## src/rtl/core/sphere_overlap_placement_table_top_assert.svh

```systemverilog
// Assertion macros used by the sphere placement table RTL.
`ifndef SPHERE_OVERLAP_PLACEMENT_TABLE_TOP_ASSERT_SVH
`define SPHERE_OVERLAP_PLACEMENT_TABLE_TOP_ASSERT_SVH

`ifndef SYNTHESIS
// Same-cycle implication, clocked by clk_i, off while rst_ni is low.
`define SOPT_ASSERT(lbl, ant, con) \
  lbl: assert property (@(posedge clk_i) disable iff (!rst_ni) (ant) |-> (con)) \
    else $error("sopt: assertion failed");
// Next-cycle implication, clocked by clk_i, off while rst_ni is low.
`define SOPT_ASSERT_NEXT(lbl, ant, con) \
  lbl: assert property (@(posedge clk_i) disable iff (!rst_ni) (ant) |=> (con)) \
    else $error("sopt: assertion failed");
`else
`define SOPT_ASSERT(lbl, ant, con)
`define SOPT_ASSERT_NEXT(lbl, ant, con)
`endif

`endif

```

## src/rtl/core/sopt_pkg.sv

```systemverilog
// Shared types and codes for the sphere placement table.
package sopt_pkg;

  // Candidate opcodes carried on tuser
  localparam logic OP_INSERT = 1'b0;
  localparam logic OP_TEST   = 1'b1;

  // Control sequencer states
  typedef enum logic [1:0] {
    ST_IDLE,
    ST_SCAN,
    ST_DRAIN,
    ST_FINISH
  } sopt_state_e;

  // Per-cell controls from the sequencer
  typedef struct packed {
    logic shift;
    logic load;
  } cell_ctrl_t;

  // Status from the compare pipeline
  typedef struct packed {
    logic busy;
    logic hit;
  } cmp_stat_t;

endpackage

```

## src/rtl/core/sopt_cell.sv

```systemverilog
// One storage cell of the rotating sphere ring.
module sopt_cell #(
  parameter int ENT_W = 79
) (
  input  logic                clk_i,
  input  sopt_pkg::cell_ctrl_t ctrl_i,
  input  logic [ENT_W-1:0]    nbr_i,
  input  logic [ENT_W-1:0]    load_i,
  output logic [ENT_W-1:0]    ent_o
);

  logic [ENT_W-1:0] ent_q;

  // Load a new sphere, or take the neighbor's entry as the ring turns
  always_ff @(posedge clk_i) begin
    if (ctrl_i.load) begin
      ent_q <= load_i;
    end else if (ctrl_i.shift) begin
      ent_q <= nbr_i;
    end
  end

  assign ent_o = ent_q;

endmodule

```

## config.mk

```make
export PLATFORM = sky130hd
export DESIGN_NAME = sopt_cell
export DESIGN_NICKNAME = d
export VERILOG_FILES = /design/src/rtl/core/sphere_overlap_placement_table_top_assert.svh /design/src/rtl/core/sopt_pkg.sv /design/src/rtl/core/sopt_cell.sv
export SDC_FILE = /design/constraint.sdc
export NUM_CORES = 1
export LEC_CHECK = 0
export BUFFER_PORTS_ARGS = -buffer_cell sky130_fd_sc_hd__buf_2
export CAP_MARGIN = 5
export CELL_PAD_IN_SITES_DETAIL_PLACEMENT = 1
export CELL_PAD_IN_SITES_GLOBAL_PLACEMENT = 1
export CORE_AREA = 2 2 115 117
export CTS_CLUSTER_SIZE = 30
export DETAILED_ROUTE_END_ITERATION = 16
export DIE_AREA = 0 0 117 119
export HOLD_SLACK_MARGIN = 0.12
export PLACE_DENSITY = 0.75
export REMOVE_ABC_BUFFERS = 1
export SLEW_MARGIN = 20
export SYNTH_ARGS = -nofsm -noshare
export SYNTH_HDL_FRONTEND = slang
export SYNTH_SLANG_ARGS = --single-unit
```

## constraint.sdc

```tcl
create_clock -name clk_i -period 2.7 [get_ports clk_i]
set_clock_uncertainty 0.1 [all_clocks]
set_input_delay 0.135 -clock clk_i [delete_from_list [all_inputs] [get_ports clk_i]]
set_output_delay 0.135 -clock clk_i [all_outputs]
set_load 0.01 [all_outputs]
```

==> results.sh, run 1 <==
export IMPL_place_ws_ps=1020
export IMPL_ctsResizeCount=0
export IMPL_start_util=0.290
export IMPL_numCtsBuffers=9
export IMPL_cts_setup_buffers=0
export IMPL_rows=42
export IMPL_netlist_area_sq_um=3740
export IMPL_cts_root_buf="clkbuf_16"
export IMPL_fp_dieW_microns=117
export IMPL_die_height_microns=119
export IMPL_hpwl_mm=7.22
export IMPL_gp_congestion=0.717
export IMPL_pin_count=240
export IMPL_numPlacedInstances=579
export IMPL_synth_distinct_cells=5
export IMPL_outcome="aborted with a tool error"
export IMPL_syn_inst=168
export IMPL_ys_seq_elements=79
export IMPL_cts_hold_buf=120
export IMPL_stop_error="[ERROR RSZ-0060] Max buffer count reached."
export IMPL_yosys_warnings=0
export IMPL_port_buffer_count=239
export IMPL_stop_stage="clock tree synthesis"
export IMPL_cts_buffer_depth=2
export IMPL_cts_max_level=3
export IMPL_synth_seq_area_share=0.635
export IMPL_cts_sinks=79
export IMPL_avgSynthCellArea_sq_um=22.2
==> synthesized netlist by cell type <==
master	number	area, sq um
buf_6	1	11.3
or2_1	1	6.26
edfxtp_1	79	2370
buf_12	8	160
mux2_4	79	1190
==> metrics by stage <==
stage               hold WS (ps)  utilization  instance area (sq um)
global placement             337        0.392                   5050
floorplan                    252            -                   3560
detailed placement           339        0.392                   5050
==> cell families after synthesis <==
logic type	after synthesis	share of synthesized area
simple gates	1	0.00168
buf+inv	9	0.0459
mux	79	0.317
flops	79	0.635
==> run 2: changes to the inputs <==
- CELL_PAD_IN_SITES_DETAIL_PLACEMENT: 1 -> default
- CELL_PAD_IN_SITES_GLOBAL_PLACEMENT: 1 -> default
- CTS_CLUSTER_SIZE: 30 -> default
- HOLD_SLACK_MARGIN: 0.12 -> default
- PLACE_DENSITY: 0.75 -> default
- PLACE_DENSITY_LB_ADDON: default -> 0.15
- clock period: 2.7 -> 3.51 ns (I/O delays scaled with it)
==> run 2 against run 1 <==
Compared with the run above: the run now ends clean; synthesized cell count stayed put; area after synthesis is the same.
==> results.sh, run 2 <==
export IMPL_report_final_setup_viol=0
export IMPL_hpwl_mm=6.48
export IMPL_ant_nets=0
export IMPL_cts_hold_buf=0
export IMPL_outcome="finished, final reports clean"
export IMPL_gp_congestion=0.722
export IMPL_path_class="primary input to flip-flop"
export IMPL_drive_gt1_frac=0.800
export IMPL_syn_inst=168
export IMPL_grt_pass1_vias=2453
export IMPL_slew_viol_final=0
export IMPL_crit_path_start_kind="primary input"
export IMPL_n_fill_cell=1230
export IMPL_ctsResizeCount=0
export IMPL_finalSetupTns_ps=0
export IMPL_worst_setup_path_end_kind="flip-flop"
export IMPL_yosysTopAreaCellShare=0.635
export IMPL_path_max_fanout=29
export IMPL_tritoncts="built"
export IMPL_crit_arrival_ps=1460
export IMPL_port_buffer_count=239
export IMPL_min_path_type="primary input to flip-flop"
export IMPL_power_density_nw_per_um2=457
export IMPL_grt_overflow_total=0
export IMPL_max_vdd_ir_drop_mv=0.202
export IMPL_fp_dieW_microns=117
export IMPL_synth_edf_count=79
export IMPL_ys_seq_elements=79
export IMPL_cts_root_buf="clkbuf_16"
export IMPL_finalPower_w=0.00241
export IMPL_antenna_found_initial=0
export IMPL_synth_distinct_cells=5
export IMPL_largest_reg_flops=79
export IMPL_cts_sinks=79
export IMPL_detail_route_wl_per_cell_microns=14.5
export IMPL_post_route_min_period_ps=1490
export IMPL_max_cap_violations=0
export IMPL_die_height_microns=119
export IMPL_pin_count=240
export IMPL_synth_seq_area_share=0.635
export IMPL_post_dp_cell_area_sq_um=5000
export IMPL_grt_start_max_net_pins=80
export IMPL_grt_first_pass_wirelength_mm=12.4
export IMPL_antenna_cells=0
export IMPL_die_area_sq_um=13900
export IMPL_numCtsBuffers=9
export IMPL_cts_buffer_depth=2
export IMPL_nets=573
export IMPL_layout_commonest_cell="buf_2"
export IMPL_yosys_warnings=0
export IMPL_drc=0
export IMPL_num_vias=2354
export IMPL_tightest_slew_ps=548
export IMPL_synthFlopType="edfxtp_1"
export IMPL_ys_top_cells_by_area="edfxtp_1, mux2_4, buf_12"
export IMPL_worstPathRequired_ps=3490
export IMPL_finalCritPeriodShare=0.423
export IMPL_areaGrowthSynthToFinish_pct=41.2
export IMPL_dr_pass1_iters=4
export IMPL_stdcell_area_sq_um=5270
export IMPL_clock_fmax_mhz=673
export IMPL_cts_setup_buffers=0
export IMPL_path_clk_slew_ps=60
export IMPL_hold_viol=0
export IMPL_synth_common_cells="edfxtp_1, mux2_4, buf_12, buf_6, or2_1"
export IMPL_synth_top_area_cell="edfxtp_1"
export IMPL_postRouteWirelength_mm=8.58
export IMPL_netlist_area_sq_um=3740
export IMPL_ys_async_sr_fraction=0
export IMPL_core_region_area_sq_um=12900
export IMPL_final_cell_mix="buf_2, mux2_4, edfxtp_1"
export IMPL_first_iter_violations=37
export IMPL_slew_headroom=0.635
export IMPL_p_leak_nw=2.54
export IMPL_rows=42
export IMPL_track_usage=0.122
export IMPL_rsz0062_at_grt="no"
export IMPL_avgSynthCellArea_sq_um=22.2
export IMPL_fin_util=0.410
export IMPL_start_util=0.290
export IMPL_vias_per_cell=3.98
export IMPL_cts_max_level=3
-- run 2: cells by family after synthesis --
group | after synthesis | share of synthesized area
AND/OR/NAND/NOR | 1 | 0.00168
flip-flops | 79 | 0.635
buffers and inverters | 9 | 0.0459
multiplexers | 79 | 0.317
-- run 2: layer usage --
layer	vias up	global-route usage	routed length, microns
met5	-	0	0
met4	0	0.0706	247
met3	15	0.0316	532
met2	102	0.223	4680
met1	1087	0.121	3110
li1	1150	-	-
-- run 2: worst max-delay path, cell delays in order --
cell    delay [ps]
buf_4          350
buf_4          540
mux2_4         350
-- run 2: final timing paths --
kind / start / to / slack [ps] / cells past startpoint
worst max-delay path: ctrl_i[0] / ent_o[40]$_DFFE_PP_ / 2020 / 3
worst min-delay path: load_i[31] / ent_o[31]$_DFFE_PP_ / 40 / 2
-- run 2: cell type report --
type / instances / area (sq um) / area share
sequential: 79 / 2370 / 0.450
timing repair buffer: 242 / 1240 / 0.235
multi-input combinational: 80 / 1190 / 0.227
clock buffer: 11 / 233 / 0.0441
tap: 176 / 220 / 0.0418
clock inverter: 3 / 12.5 / 0.00237
-- run 2: power breakdown --
group / total, W / switching, W / internal (W) / leakage, nW
clock network: 0.000803 / 0.000339 / 0.000465 / 0.120
registers: 0.00118 / 0.0000235 / 0.00116 / 0.805
logic: 0.000422 / 0.000182 / 0.000239 / 1.62
total: 0.00241 / 0.000544 / 0.00186 / 2.54
-- run 2: through the flow --
stage	hold WS [ps]	setup WS [ps]	std cells
after floorplan	293	1040	159
after global placement	376	1480	576
after detailed placement	379	1420	576
after CTS	16.9	1790	590
after global routing	21.0	1970	591
final	37.1	2020	591
Power figures use the tool's default switching activity.
