**src/rtl/core/sphere_overlap_placement_table_top_assert.svh**
```systemverilog
// Assertion macros used by the sphere placement table RTL.
`ifndef SPHERE_OVERLAP_PLACEMENT_TABLE_TOP_ASSERT_SVH
`define SPHERE_OVERLAP_PLACEMENT_TABLE_TOP_ASSERT_SVH

`ifndef SYNTHESIS
// Same-cycle implication, clocked by clk_i, off while rst_ni is low.
`define SOPT_ASSERT(lbl, ant, con) \
  lbl: assert property (@(posedge clk_i) disable iff (!rst_ni) (ant) |-> (con)) \
    else $error("sopt: assertion failed");
// Next-cycle implication, clocked by clk_i, off while rst_ni is low.
`define SOPT_ASSERT_NEXT(lbl, ant, con) \
  lbl: assert property (@(posedge clk_i) disable iff (!rst_ni) (ant) |=> (con)) \
    else $error("sopt: assertion failed");
`else
`define SOPT_ASSERT(lbl, ant, con)
`define SOPT_ASSERT_NEXT(lbl, ant, con)
`endif

`endif

```
**src/rtl/core/sopt_pkg.sv**
```systemverilog
// Shared types and codes for the sphere placement table.
package sopt_pkg;

  // Candidate opcodes carried on tuser
  localparam logic OP_INSERT = 1'b0;
  localparam logic OP_TEST   = 1'b1;

  // Control sequencer states
  typedef enum logic [1:0] {
    ST_IDLE,
    ST_SCAN,
    ST_DRAIN,
    ST_FINISH
  } sopt_state_e;

  // Per-cell controls from the sequencer
  typedef struct packed {
    logic shift;
    logic load;
  } cell_ctrl_t;

  // Status from the compare pipeline
  typedef struct packed {
    logic busy;
    logic hit;
  } cmp_stat_t;

endpackage

```
**src/rtl/core/sopt_cmp.sv**
```systemverilog
// Four-stage exact overlap test of a candidate against one stored sphere.
module sopt_cmp #(
  parameter int COORD_BITS = 20
) (
  input  logic                      clk_i,
  input  logic                      rst_ni,
  input  logic                      vld_i,
  input  logic [4*COORD_BITS-2:0]   qry_i,
  input  logic [4*COORD_BITS-2:0]   ent_i,
  output sopt_pkg::cmp_stat_t       stat_o
);

  localparam int C     = COORD_BITS;
  localparam int RAD_W = C - 1;
  localparam int SQ_W  = 2 * C;

  logic [2:0][C-1:0] q_axis, e_axis;
  logic [2:0][C-1:0] mag_d, mag_q;
  logic [C-1:0]      rs_d, rs_q;
  logic [2:0][SQ_W-1:0] sq_q;
  logic [SQ_W-1:0]   rs2_q, rs2b_q, sq2_q;
  logic [SQ_W:0]     s01_q;
  logic [SQ_W+1:0]   d2;
  logic              hit_d, hit_q;
  logic              v1_q, v2_q, v3_q, v4_q;

  // Unpack centers: x, y, z above the radius
  always_comb begin
    for (int a = 0; a < 3; a++) begin
      q_axis[a] = qry_i[RAD_W + a*C +: C];
      e_axis[a] = ent_i[RAD_W + a*C +: C];
    end
  end

  // Stage 1 logic: absolute center differences and radius sum
  always_comb begin
    logic signed [C:0] diff;
    for (int a = 0; a < 3; a++) begin
      diff = $signed({q_axis[a][C-1], q_axis[a]}) - $signed({e_axis[a][C-1], e_axis[a]});
      if (diff[C]) begin
        diff = -diff;
      end
      mag_d[a] = diff[C-1:0];
    end
    rs_d = {1'b0, qry_i[RAD_W-1:0]} + {1'b0, ent_i[RAD_W-1:0]};
  end

  // Stage 4 logic: full squared distance against squared radius sum
  assign d2    = {1'b0, s01_q} + {2'b00, sq2_q};
  assign hit_d = {2'b00, rs2b_q} > d2;

  // Valid bits of the four stages
  always_ff @(posedge clk_i or negedge rst_ni) begin
    if (!rst_ni) begin
      v1_q <= 1'b0;
      v2_q <= 1'b0;
      v3_q <= 1'b0;
      v4_q <= 1'b0;
    end else begin
      v1_q <= vld_i;
      v2_q <= v1_q;
      v3_q <= v2_q;
      v4_q <= v3_q;
    end
  end

  // Datapath registers
  always_ff @(posedge clk_i) begin
    mag_q  <= mag_d;
    rs_q   <= rs_d;
    for (int a = 0; a < 3; a++) begin
      sq_q[a] <= mag_q[a] * mag_q[a];
    end
    rs2_q  <= rs_q * rs_q;
    s01_q  <= {1'b0, sq_q[0]} + {1'b0, sq_q[1]};
    sq2_q  <= sq_q[2];
    rs2b_q <= rs2_q;
    hit_q  <= hit_d;
  end

  assign stat_o.busy = v1_q | v2_q | v3_q | v4_q;
  assign stat_o.hit  = v4_q & hit_q;

endmodule

```
**config.mk**
```make
export PLATFORM = sky130hd
export DESIGN_NAME = sopt_cmp
export DESIGN_NICKNAME = d
export VERILOG_FILES = /design/src/rtl/core/sphere_overlap_placement_table_top_assert.svh /design/src/rtl/core/sopt_pkg.sv /design/src/rtl/core/sopt_cmp.sv
export SDC_FILE = /design/constraint.sdc
export NUM_CORES = 2
export LEC_CHECK = 0
export ABC_CLOCK_PERIOD_IN_PS = 8900
export CAP_MARGIN = 20
export CORE_MARGIN = 2
export CORE_UTILIZATION = 50
export DETAILED_ROUTE_END_ITERATION = 12
export DONT_BUFFER_PORTS = 1
export GPL_ROUTABILITY_DRIVEN = 0
export GPL_TIMING_DRIVEN = 0
export SYNTH_ARGS = -nofsm -noshare
export SYNTH_HDL_FRONTEND = slang
export SYNTH_SLANG_ARGS = --single-unit
```
**constraint.sdc**
```tcl
create_clock -name clk_i -period 8.9 [get_ports clk_i]
set_input_delay 1.78 -clock clk_i [delete_from_list [all_inputs] [get_ports clk_i]]
set_output_delay 1.78 -clock clk_i [all_outputs]
set_load 0.01 [all_outputs]
```
==> flow_summary.yaml <==
layout:
  syn_to_final_growth_pct: 5.90
  seq_area_mm2: 0.00723
  fin_nets: 8862
  multiInputGateArea_mm2: 0.0492
  drive_gt1_frac: 0.0264
  fillers: 11500
  antennaDiodeCount: 0
global_route:
  grtUsageTotal: 0.248
  grt_max_degree: 14
  grt_antenna_before_repair: 9
  overflow: 0
  grt_pass1_vias: 47000
  grt_pass1_wl_um: 248000
placed_design:
  hpwl_um: 128000
  io_buffers: 0
timing:
  fin_crit_ps: 8620
  hold_viol: 0
  max_slew.worst_pin.slew_ps: 1040
  timing.setup.tns_ps: 0
  post-route-period-util: 0.968
  setup_viol: 0
  relSlewSlack: 0.300
  final_max_slew_viol_count: 0
  fin_skew_ps: 20.3
  clock.fmax_mhz: 116
worst_setup_path:
  crit_top_cell: "fa_1"
  r2r_slack_ps: 280
  start_kind: "flop"
  crit_buf_inv: 6
  r2r_end: "sq_q[38]$_DFF_P_"
  slowest_stage: "fa_1"
  cp_data_arrival_time_ps: 9060
  cp_top_family: "adder cells"
  crit_type: "flop to flop"
  r2r_cells: 25
  timing.rr.start: "mag_q[14]$_DFF_P_"
  slowest_delay_ps: 570
  cp-end-kind: "flop"
  crit_required_ps: 9340
  crit_fanout: 10
  crit_path_start: "mag_q[14]$_DFF_P_"
clock_tree:
  cts_buffer_depth: 3
  cts_num_sinks: 360
  clk_pin_slew_ps: 70
  clk_latency_ps: 630
  h-tree-depth: 2
  cts_tree: "yes"
  cts_buffers: 45
  post_cts_buffers: 0
  cts_root_buf: "clkbuf_16"
detailed_routing:
  drc_errors: 0
  firstDrtPassIters: 5
  post_drt_wl_per_cell_um: 18.0
  routed_wirelength_um: 152000
  drt_iter0_markers: 2379
  vias_per_cell: 5.25
  via_count: 44300
  ant_nets: 0
yosys:
  synth_top_cell_area_share: 0.357
  synthCells: 6729
  yosysTopAreaCell: "fa_1"
  synth_edf_count: 0
  synth_area_leaders: "fa_1 (36%), ha_1 (16%), dfxtp_1 (11%), inv_1 (8.9%), nand2_1 (3.5%)"
  async_flop_share: 0.0111
  seq_area_frac_synth: 0.115
  ys_types: 95
  syn_area_per_cell_um2: 9.31
  yosys_warnings: 0
  dominantRegCellSynth: "dfxtp_1"
  syn-cell-area_mm2: 0.0627
  netlist_top_cells_count: "inv_1 (1486), fa_1 (1117), ha_1 (811)"
  synth.most_common_cell: "inv_1"
  ys_ff_latch: 360
  synth_nets: 8818
worst_hold_path:
  hold_path.startpoint: "sq_q[102]$_DFF_P_"
  hold_path.class: "flop to flop"
  hold_end: "sq2_q[22]$_DFF_P_"
  hold_depth: 0
job:
  maxCapViolations: 0
floorplan:
  row_count: 129
  die_area_mm2: 0.128
  die_h_um: 358
  die_w_um: 358
  ios: 163
  initial_utilization: 0.505
  coreArea_mm2: 0.124
run_status:
  status: "finished, final reports clean"
==> cell type report <==
class | count | area share
multi-input cells | 4709 | 0.741
flip-flops and latches | 360 | 0.109
inverters | 1486 | 0.0841
well taps | 1637 | 0.0309
clock buffers | 51 | 0.0176
plain buffers | 170 | 0.0101
clock inverters | 31 | 0.00707
repair buffers | 1 | 0.0000754
==> registers in the layout, summed over array words and instances, names as in the netlist <==
name,flops
hit_q,1
mag_q,60
rs2_q,39
rs2b_q,39
rs_q,20
s01_q,41
sq2_q,39
sq_q,117
v1_q,1
v2_q,1
v3_q,1
v4_q,1
==> placed cells by master (no fill, tap or decap), types with 119 or more instances in the layout <==
cell type and n:
clkbuf_1 149, inv_1 1486, nand2_1 592, o21ai_0 166, a21oi_1 259, and2_1 298, a21o_1 119, fa_1 1117
ha_1 811, xnor2_1 250, xor2_1 120, dfxtp_1 356, nor2_1 237
==> metrics by stage <==
step	cells	setup slack (ps)	hold WS [ps]	area [um2]	utilization
after floorplan	6729	1880	310	62700	-
after global placement	8366	28.9	313	64700	0.522
after detailed placement	8366	53.3	312	64700	0.522
after CTS	8448	11.2	311	66300	0.535
after global routing	8445	-0.420	311	66400	0.535
final	8445	282	313	66400	0.535
==> kinds of logic after synthesis <==
logic type / after synthesis / synth area share
fa+ha+maj: 1930 / 0.519
buf+inv: 1660 / 0.0996
simple gates: 1498 / 0.116
compound gates: 901 / 0.0963
xor+xnor: 370 / 0.0517
flops: 360 / 0.115
mux: 10 / 0.00174
==> how the worst max path moves through the flow <==
| stage | to | cells past startpoint | slack (ps) |
|---|---|---|---|
| 2_1_floorplan | sq_q[119]$_DFF_P_ | 24 | 1880 |
| 3_3_place_gp | sq_q[38]$_DFF_P_ | 25 | 30 |
| 5_1_grt | sq_q[38]$_DFF_P_ | 25 | -0.4 |
| 4_1_cts | sq_q[38]$_DFF_P_ | 25 | 10 |
| 6_report | sq_q[38]$_DFF_P_ | 25 | 280 |
| 3_5_place_dp | sq_q[38]$_DFF_P_ | 25 | 50 |
==> layer usage <==
metal | vias to the layer above | routed length [um] | GRT usage
met5 | - | 35 | 0
met4 | 6 | 4320 | 0.0731
met3 | 205 | 8120 | 0.0374
met2 | 960 | 72300 | 0.408
met1 | 22000 | 67600 | 0.338
li1 | 21200 | - | -
==> worst reg2reg max path: stages, from the launching register on <==
cell and delay, ps:
dfxtp_1 310, clkbuf_1 490, clkbuf_2 460, nand2_1 140, fa_1 570, inv_1 70, fa_1 510, inv_1 50
fa_1 490, inv_1 50, fa_1 500, fa_1 460, fa_1 560, fa_1 440, ha_1 330, clkbuf_1 280
nand2_1 80, o21ai_0 390, o2111ai_1 200, a31o_2 280, a311oi_1 550, nand3_1 210, nand4_1 130, a31oi_1 130
o21ai_0 220, xor2_1 540
==> repair_timing <==
item                       4_1_cts  5_1_grt
resized for setup                1       31
hold buffers                     0        0
setup endpoints to repair        1        8
Power is left out: the tool's default activity adds up to more than one toggle a clock period on the data nets, which glitch-free logic cannot reach.
